<file path="src/hw/rtl/dq_pkg.sv">
`timescale 1ns / 1ps
// ----------------------------------------------------------------------------
// dq_pkg
// Shared field widths, operation codes and status codes for the deque core.
// ----------------------------------------------------------------------------
package dq_pkg;

  localparam int OP_W     = 3;
  localparam int VALUE_W  = 32;
  localparam int STATUS_W = 2;
  localparam int COUNT_W  = 6;

  typedef enum logic [OP_W-1:0] {
    OP_PUSH_FRONT = 3'd0,
    OP_PUSH_BACK  = 3'd1,
    OP_POP_FRONT  = 3'd2,
    OP_POP_BACK   = 3'd3,
    OP_CLEAR      = 3'd4,
    OP_DUMP       = 3'd5
  } op_t;

  typedef enum logic [STATUS_W-1:0] {
    ST_DONE  = 2'd0,
    ST_FULL  = 2'd1,
    ST_EMPTY = 2'd2
  } status_t;

endpackage

</file>
<file path="src/hw/rtl/dq_cmd_if.sv">
`timescale 1ns / 1ps
// ----------------------------------------------------------------------------
// dq_cmd_if
// Command channel: one operation and its push word per handshake.
// ----------------------------------------------------------------------------
interface dq_cmd_if import dq_pkg::*; ();
  logic                      valid;
  logic                      ready;
  logic [OP_W-1:0]           operation;
  logic signed [VALUE_W-1:0] value;

  modport source (output valid, output operation, output value, input ready);
  modport sink   (input valid, input operation, input value, output ready);
endinterface

</file>
<file path="src/hw/rtl/dq_res_if.sv">
`timescale 1ns / 1ps
// ----------------------------------------------------------------------------
// dq_res_if
// Result channel: moved word, status, end-of-run flag and entry count.
// ----------------------------------------------------------------------------
interface dq_res_if import dq_pkg::*; ();
  logic                      valid;
  logic                      ready;
  logic signed [VALUE_W-1:0] value_res;
  logic [STATUS_W-1:0]       status;
  logic                      last;
  logic [COUNT_W-1:0]        count;

  modport source (output valid, output value_res, output status, output last,
                  output count, input ready);
  modport sink   (input valid, input value_res, input status, input last,
                  input count, output ready);
endinterface

</file>
<file path="src/hw/rtl/double_ended_queue_core.sv">
`timescale 1ns / 1ps
// ----------------------------------------------------------------------------
// double_ended_queue_core
// Bounded deque of signed 32-bit words held in a ring buffer RAM.
//
// Channels: cmd carries one operation (push front/back, pop front/back,
// clear, dump) with its push word; res returns value_res, status, last and
// the entry count. A word is moved when valid and ready are both high.
// Push, clear, and any refused push or empty pop: result registered in the
// cycle after the command, one command per cycle when res is not stalled.
// Pop: waits in S_POP_WAIT for the registered RAM read, taking no new command.
// Dump: one word per held entry, front to back, last set on the
// back entry; an empty dump gives one word with status empty.
// Codes 6 and 7 are taken and dropped without a result.
// Reset empties the queue (front index and count cleared); RAM contents are
// not cleared and no clearing pass is run.
// res is driven from an output register; a stall on res holds that word and
// stalls cmd until it drains, as cmd is taken only when the register frees.
// ----------------------------------------------------------------------------
module double_ended_queue_core import dq_pkg::*; #(
  parameter int DEPTH = 32
) (
  input  logic     clk,
  input  logic     rst,
  dq_cmd_if.sink   cmd,
  dq_res_if.source res
);

  localparam int IDX_W = $clog2(DEPTH);
  localparam int CNT_W = $clog2(DEPTH + 1);
  localparam int SUM_W = CNT_W + 1;

  typedef enum logic [1:0] {
    S_IDLE,
    S_POP_WAIT,
    S_DUMP_WAIT
  } state_t;

  state_t               state, state_next;
  logic [IDX_W-1:0]     front, front_next;
  logic [CNT_W-1:0]     count, count_next;
  logic [CNT_W-1:0]     dump_cursor, dump_cursor_next;
  logic [IDX_W-1:0]     addr, addr_next;

  logic                 res_valid;
  logic [VALUE_W-1:0]   res_value;
  status_t              res_status;
  logic                 res_last;
  logic [CNT_W-1:0]     res_count;

  logic                 load;
  logic [VALUE_W-1:0]   load_value;
  status_t              load_status;
  logic                 load_last;
  logic [CNT_W-1:0]     load_count;

  logic                 we;
  logic [IDX_W-1:0]     waddr;
  logic [VALUE_W-1:0]   rdata;

  logic                 out_free;
  logic                 accept;
  logic                 full;
  logic                 empty;
  logic                 dump_last;

  // front + offset, wrapped into the ring; offset is at most DEPTH
  function automatic logic [IDX_W-1:0] ring_slot(input logic [IDX_W-1:0] base,
                                                 input logic [CNT_W-1:0] offset);
    logic [SUM_W-1:0] sum;
    sum = SUM_W'(base) + SUM_W'(offset);
    if (sum >= SUM_W'(DEPTH)) begin
      sum = sum - SUM_W'(DEPTH);
    end
    return sum[IDX_W-1:0];
  endfunction

  dq_ram #(
    .WIDTH (VALUE_W),
    .DEPTH (DEPTH)
  ) u_ram (
    .clk   (clk),
    .we    (we),
    .waddr (waddr),
    .wdata (cmd.value),
    .raddr (addr_next),
    .rdata (rdata)
  );

  assign out_free  = !res_valid || res.ready;
  assign cmd.ready = (state == S_IDLE) && out_free;
  assign accept    = cmd.valid && cmd.ready;
  assign full      = (count == CNT_W'(DEPTH));
  assign empty     = (count == '0);
  assign dump_last = ((dump_cursor + CNT_W'(1)) == count);

  always_comb begin
    state_next       = state;
    front_next       = front;
    count_next       = count;
    dump_cursor_next = dump_cursor;
    addr_next        = addr;
    we               = 1'b0;
    waddr            = ring_slot(front, count);
    load             = 1'b0;
    load_value       = '0;
    load_status      = ST_DONE;
    load_last        = 1'b1;
    load_count       = count;

    case (state)
      S_IDLE: begin
        if (accept) begin
          case (cmd.operation)
            OP_PUSH_FRONT, OP_PUSH_BACK: begin
              load = 1'b1;
              if (full) begin
                load_status = ST_FULL;
              end else begin
                we = 1'b1;
                if (cmd.operation == OP_PUSH_FRONT) begin
                  front_next = (front == '0) ? IDX_W'(DEPTH - 1) : front - IDX_W'(1);
                  waddr      = front_next;
                end
                count_next = count + CNT_W'(1);
                load_value = cmd.value;
                load_count = count_next;
              end
            end
            OP_POP_FRONT, OP_POP_BACK: begin
              if (empty) begin
                load        = 1'b1;
                load_status = ST_EMPTY;
              end else begin
                if (cmd.operation == OP_POP_FRONT) begin
                  addr_next  = front;
                  front_next = ring_slot(front, CNT_W'(1));
                end else begin
                  addr_next = ring_slot(front, count - CNT_W'(1));
                end
                count_next = count - CNT_W'(1);
                state_next = S_POP_WAIT;
              end
            end
            OP_CLEAR: begin
              count_next = '0;
              load       = 1'b1;
              load_count = '0;
            end
            OP_DUMP: begin
              dump_cursor_next = '0;
              if (empty) begin
                load        = 1'b1;
                load_status = ST_EMPTY;
              end else begin
                addr_next  = front;
                state_next = S_DUMP_WAIT;
              end
            end
            default: begin
            end
          endcase
        end
      end
      S_POP_WAIT: begin
        if (out_free) begin
          load       = 1'b1;
          load_value = rdata;
          state_next = S_IDLE;
        end
      end
      S_DUMP_WAIT: begin
        // next address is presented in the load cycle so data lands next cycle
        if (out_free) begin
          load             = 1'b1;
          load_value       = rdata;
          load_last        = dump_last;
          dump_cursor_next = dump_cursor + CNT_W'(1);
          if (dump_last) begin
            state_next = S_IDLE;
          end else begin
            addr_next = (addr == IDX_W'(DEPTH - 1)) ? '0 : addr + IDX_W'(1);
          end
        end
      end
      default: begin
        state_next = S_IDLE;
      end
    endcase
  end

  always_ff @(posedge clk) begin
    if (rst) begin
      state       <= S_IDLE;
      front       <= '0;
      count       <= '0;
      dump_cursor <= '0;
      res_valid   <= 1'b0;
    end else begin
      state       <= state_next;
      front       <= front_next;
      count       <= count_next;
      dump_cursor <= dump_cursor_next;
      if (load) begin
        res_valid <= 1'b1;
      end else if (res.ready) begin
        res_valid <= 1'b0;
      end
    end
    addr <= addr_next;
    if (load) begin
      res_value  <= load_value;
      res_status <= load_status;
      res_last   <= load_last;
      res_count  <= load_count;
    end
  end

  assign res.valid     = res_valid;
  assign res.value_res = res_value;
  assign res.status    = res_status;
  assign res.last      = res_last;
  assign res.count     = COUNT_W'(res_count);

endmodule

</file>
<file path="src/hw/rtl/dq_ram.sv">
`timescale 1ns / 1ps
// ----------------------------------------------------------------------------
// dq_ram
// Generic simple dual-port RAM: one write port, one read port, registered read.
// ----------------------------------------------------------------------------
module dq_ram #(
  parameter int WIDTH = 32,
  parameter int DEPTH = 32
) (
  input  logic                     clk,
  input  logic                     we,
  input  logic [$clog2(DEPTH)-1:0] waddr,
  input  logic [WIDTH-1:0]         wdata,
  input  logic [$clog2(DEPTH)-1:0] raddr,
  output logic [WIDTH-1:0]         rdata
);

  logic [WIDTH-1:0] mem [DEPTH];

  always_ff @(posedge clk) begin
    if (we) begin
      mem[waddr] <= wdata;
    end
    rdata <= mem[raddr];
  end

endmodule
</file>
<file path="src/flat_wrapper.sv">
// flat-port wrapper written by rule: the top's interface ports become plain ports
module double_ended_queue_core_flat import dq_pkg::*;
#(
  parameter int DEPTH = 32
)
  (clk, rst, cmd_valid, cmd_operation, cmd_value, cmd_ready, res_valid, res_value_res, res_status, res_last, res_count, res_ready);
  dq_cmd_if cmd_i ();
  dq_res_if res_i ();
  input  logic clk;
  input  logic rst;
  input wire logic [$bits(cmd_i.valid)-1:0] cmd_valid;
  input wire logic [$bits(cmd_i.operation)-1:0] cmd_operation;
  input wire logic [$bits(cmd_i.value)-1:0] cmd_value;
  output wire logic [$bits(cmd_i.ready)-1:0] cmd_ready;
  output wire logic [$bits(res_i.valid)-1:0] res_valid;
  output wire logic [$bits(res_i.value_res)-1:0] res_value_res;
  output wire logic [$bits(res_i.status)-1:0] res_status;
  output wire logic [$bits(res_i.last)-1:0] res_last;
  output wire logic [$bits(res_i.count)-1:0] res_count;
  input wire logic [$bits(res_i.ready)-1:0] res_ready;
  assign cmd_i.valid = cmd_valid;
  assign cmd_i.operation = cmd_operation;
  assign cmd_i.value = cmd_value;
  assign cmd_ready = cmd_i.ready;
  assign res_valid = res_i.valid;
  assign res_value_res = res_i.value_res;
  assign res_status = res_i.status;
  assign res_last = res_i.last;
  assign res_count = res_i.count;
  assign res_i.ready = res_ready;
  double_ended_queue_core #(.DEPTH(DEPTH)) u_core (.clk(clk), .rst(rst), .cmd(cmd_i), .res(res_i));
endmodule
</file>
<file path="config.mk">
export PLATFORM = sky130hd
export DESIGN_NAME = double_ended_queue_core_flat
export DESIGN_NICKNAME = d
export VERILOG_FILES = /design/src/hw/rtl/dq_pkg.sv /design/src/hw/rtl/dq_cmd_if.sv /design/src/hw/rtl/dq_res_if.sv /design/src/hw/rtl/double_ended_queue_core.sv /design/src/hw/rtl/dq_ram.sv /design/src/flat_wrapper.sv
export SDC_FILE = /design/constraint.sdc
export NUM_CORES = 1
export LEC_CHECK = 0
export BUFFER_PORTS_ARGS = -buffer_cell sky130_fd_sc_hd__buf_2
export CAP_MARGIN = 30
export CORE_ASPECT_RATIO = 1.5
export CORE_UTILIZATION = 40
export DETAILED_ROUTE_END_ITERATION = 16
export SLEW_MARGIN = 20
export SYNTH_ARGS = -nofsm -noshare
export SYNTH_HDL_FRONTEND = slang
export SYNTH_SLANG_ARGS = --single-unit
</file>
<file path="constraint.sdc">
create_clock -name clk -period 6.1 [get_ports clk]
set_input_delay 1.22 -clock clk [delete_from_list [all_inputs] [get_ports clk]]
set_output_delay 1.22 -clock clk [all_outputs]
set_load 0.02 [all_outputs]
</file>
==> results.txt <==
- Hpwl dp: 72800 µm
- Count of clock tree sinks: around 1100
* Sequential-to-total area share from yosys stat: 0.740
- Buffers from clock root to sink, at most: 3
- In the synthesized netlist the async set-or-reset flop fraction comes to 0.
- The signal on the critical path passes through buf_4 -> inv_1 -> ha_1 -> or3b_1 -> nor2_1 -> nand2_1 -> nand2_1 -> nor2_1 -> o21ai_0 -> nand2_1 -> nor2_4 -> buf_4.
- Number of pins exceeding their max-slew limit in the final report: 0
* Predominant post-synthesis flop cell: edfxtp_1
* Syn-to-layout area delta: 13.8%
- The later pin in the worst-skew pair is clocked with a latency of 0.72 ns.
- Of all nets on the critical path, the largest fanout is 17.
- Tightest Pin Transition: roughly 0.95 ns
- Once layout is complete, the utilization of the core stands at 0.458.
- Measured along the x axis, the die boundary spans 275 µm.
- Number of distinct library cell variants in the gate-level netlist after synthesis: 63
* Number of remaining DRC errors: 0
* Total wire length after detailed routing: 124000 µm
- Setup violations remaining at the end of the flow were counted as 0.
- Maximum single-stage delay on the critical path: between 0.6 and 0.7 ns
* Top achievable clock speed: 210 MHz
- Number of H-tree levels: 3
- For this design the top-level I/O count stands at ~80.
* Worst hold path cell count: 2
* Final total negative setup slack: 0 ns
- Yosys mapped a number of flops with a built-in enable equal to between 1000 and 1500.
* Post CTS Setup Buffer Count: 0
- Number of storage elements in the synthesis netlist: 1122
- Synth Cell Area: 0.0448 mm²
- Number of vias after detailed routing: 27900
- Clock root cell: clkbuf_16
* Length in cells of the worst reg-to-reg path: 12
- Post-route ant nets: 0
- Number of cell rows: 150
* Diodes inserted: 0
- The cell that appears most often on the critical path is nand2_1.
- Critical Path Sink Type: register
* Number of logic stages on the critical path including buffering: 12
- The first routing iteration left 2681 violations.
* Fraction of layout cells with a size suffix above 1: 0.116
* Cell family with most CP delay: simple AND/OR/NAND/NOR gates
* Time the worst path needs with I/O delays and setup: 4.76 ns
- The hold violation count in the final report is 0.
- Global-route total usage across every layer: 0.218
- Slowest CP cell: nor2_4
- Iteration count of the initial detailed-routing pass: 6
* Dpl cells: 4730
- Data on the critical path arrives at its endpoint at 5.14 ns.
* Worst max-slew margin expressed relative to the limit: 0.368
- Overall overflow remaining after global route: 0
- Min-Delay Path Class: reg -> reg
- Max-cap violations in this run came to 0.
- The first global-routing pass estimated 181000 µm of wire.
* Number of buffers and inverters on the critical path: 3
- TritonCTS created 101 clock buffers.
* Vias in the first global route: approximately 27000
- Power per cell area: about 470 mW/mm²
- After clock tree synthesis, the clock-pin slew on the worst setup and hold paths is approximately 0.080 ns.
- Once layout is complete, the cells apart from fillers number about 5000.
* Wire length per cell: 25.2 µm
* R2R Path Start: u_core.count[0]$_SDFFE_PP0P_
* Post-route fraction of the period consumed by the critical path: 0.780
- The share of synthesized area in the top cell type comes to 0.714.
* Top cells by count, synth: edfxtp_1 (1066), nand2_1 (852), nand3_1 (311)
* Starting density of the core: 0.403
- Total nets after synthesis: 3389
- Worst Path Class, Setup: reg -> reg
- The Yosys step of the flow raised 0 warnings.
* TritonCTS clock tree: yes
- Number of nets at the end of the flow: 3450
- The region available for standard cell placement spans 0.111 mm².
- For this design the static power due to leakage is 17.4 nW.
* Final setup margin: 1.34 ns
- The flow ran to the end, and the final reports show no timing, DRC or antenna violations.
* Syn_area_per_cell: 13.5 µm²
- Of all cell types, the one taking the most synthesized area is edfxtp_1.
* Worst VDD drop: 0.357 mV
* Maximum number of pins on one net before global-route repair: 159
* Via-to-Cell Ratio: 5.67
- Gate Count Post-Synth: between 3000 and 4000
* Leading cell type by number of instances after synthesis: edfxtp_1
* Number of hold buffers added after cts: 0
- Top area cells in the synthesized netlist: edfxtp_1 (71%), nand2_1 (7.1%), nand3_1 (3.5%)
* Antenna violations before repair: 4
* Worst slack after detailed placement: slightly below 1 ns
- Setup repair after global routing left no endpoint under its margin.
- STA classifies the critical path startpoint as a register.
* Worst min-delay path startpoint: u_core.dump_cursor[1]$_SDFFE_PP0P_
* Placer congestion estimate: 0.836
- Maximum clock skew at final layout: 0.0306 ns
* Overall die height: 412 µm
* Final hold slack: between 0.5 and 0.6 ns
* Die area: around 0.11 mm²
- First element of the critical path: u_core.count[0]$_SDFFE_PP0P_
- Number of port buffers: 81
- Number of gates resized after CTS: 0
- CP required: about 6.5 ns
final cells by class:
class	instances	area (µm²)
Fill cell	9717	60300
Clock buffer	124	2680
Inverter	19	86.3
Multi-Input combinational cell	1963	11000
Sequential cell	1122	33100
Timing Repair Buffer	183	1540
Clock inverter	66	795
Tap cell	1444	1810
worst register-to-register path, delay by kind of cell (launching register included):
family / cells / cell delay (ns)
simple gates: 7 / 2.77
buf+inv: 3 / 0.67
compound gates: 1 / 0.43
flops: 1 / 0.31
fa+ha+maj: 1 / 0.24
registers in the layout, indices dropped and copies added (netlist names), named ones only:
name / cells
u_core.addr: 4
u_core.count: 6
u_core.dump_cursor: 6
u_core.front: 5
u_core.res.count: 6
u_core.res.last: 1
u_core.res.status: 2
u_core.res.valid: 1
u_core.res.value_res: 32
u_core.state: 2
u_core.u_ram.mem: 1024
u_core.u_ram.rdata: 32
worst paths after layout:
path	endpoint	slack, ns
worst max-delay path	u_core.u_ram.mem[12][29]$_DFFE_PP_	1.34
worst min-delay path	u_core.dump_cursor[1]$_SDFFE_PP0P_	0.52
worst max register to register	u_core.u_ram.mem[12][29]$_DFFE_PP_	1.34
worst min register to register	u_core.dump_cursor[1]$_SDFFE_PP0P_	0.52
power by group:
group          total [mW]  switching (mW)  internal (mW)
combinational        8.34            5.80           2.54
clock                6.67            2.88           3.79
sequential           9.03           0.168           8.86
total                24.0            8.85           15.2
per-layer routing:
metal	wire [µm]	track usage
met2	64100	0.381
met4	3480	0.0733
met5	38	0
met3	7010	0.0296
met1	49500	0.277
stage by stage:
stage	total power [mW]	instance area, µm²
2_1_floorplan	14.5	44800
3_3_place_gp	17.5	47500
3_5_place_dp	17.5	47500
4_1_cts	24.2	51000
5_1_grt	25.1	51000
6_report	24.0	51000
cells in the final DEF, fill, tap and decap left out, types with 4 or more instances in the layout:
cell type,n
edfxtp_1,1066
nand2_1,852
nand3_1,309
a21oi_1,128
clkbuf_16,101
mux2i_1,99
buf_2,81
nor2_1,73
buf_4,73
a32oi_1,65
a32o_1,64
dfxtp_1,56
a211oi_1,38
and3_1,37
a22oi_1,34
a311oi_1,34
o2111ai_1,32
nor2_4,32
o21ai_0,31
buf_12,28
clkinv_2,22
ha_1,18
inv_1,16
clkbuf_1,16
bufinv_16,15
xor2_1,14
xnor2_1,11
clkinv_1,10
nor3_1,9
clkinvlp_4,8
nand2b_1,7
clkbuf_8,7
inv_6,5
a21o_1,4
o211ai_1,4
o21a_1,4
a31oi_1,4
nor3_2,4
cell families (layout without fill, tap and decap cells):
kind of cell	count (synthesis)	after routing	synth area share
and+or+nand+nor	1352	1352	0.127
adders and majority gates	21	21	0.00620
AOI/OAI and AO/OA	465	465	0.0767
muxes	100	100	0.0224
buffers and inverters	244	392	0.0233
xor gates and xnor gates	25	25	0.00489
DFF	1122	1122	0.740
Power figures use the tool's default switching activity.
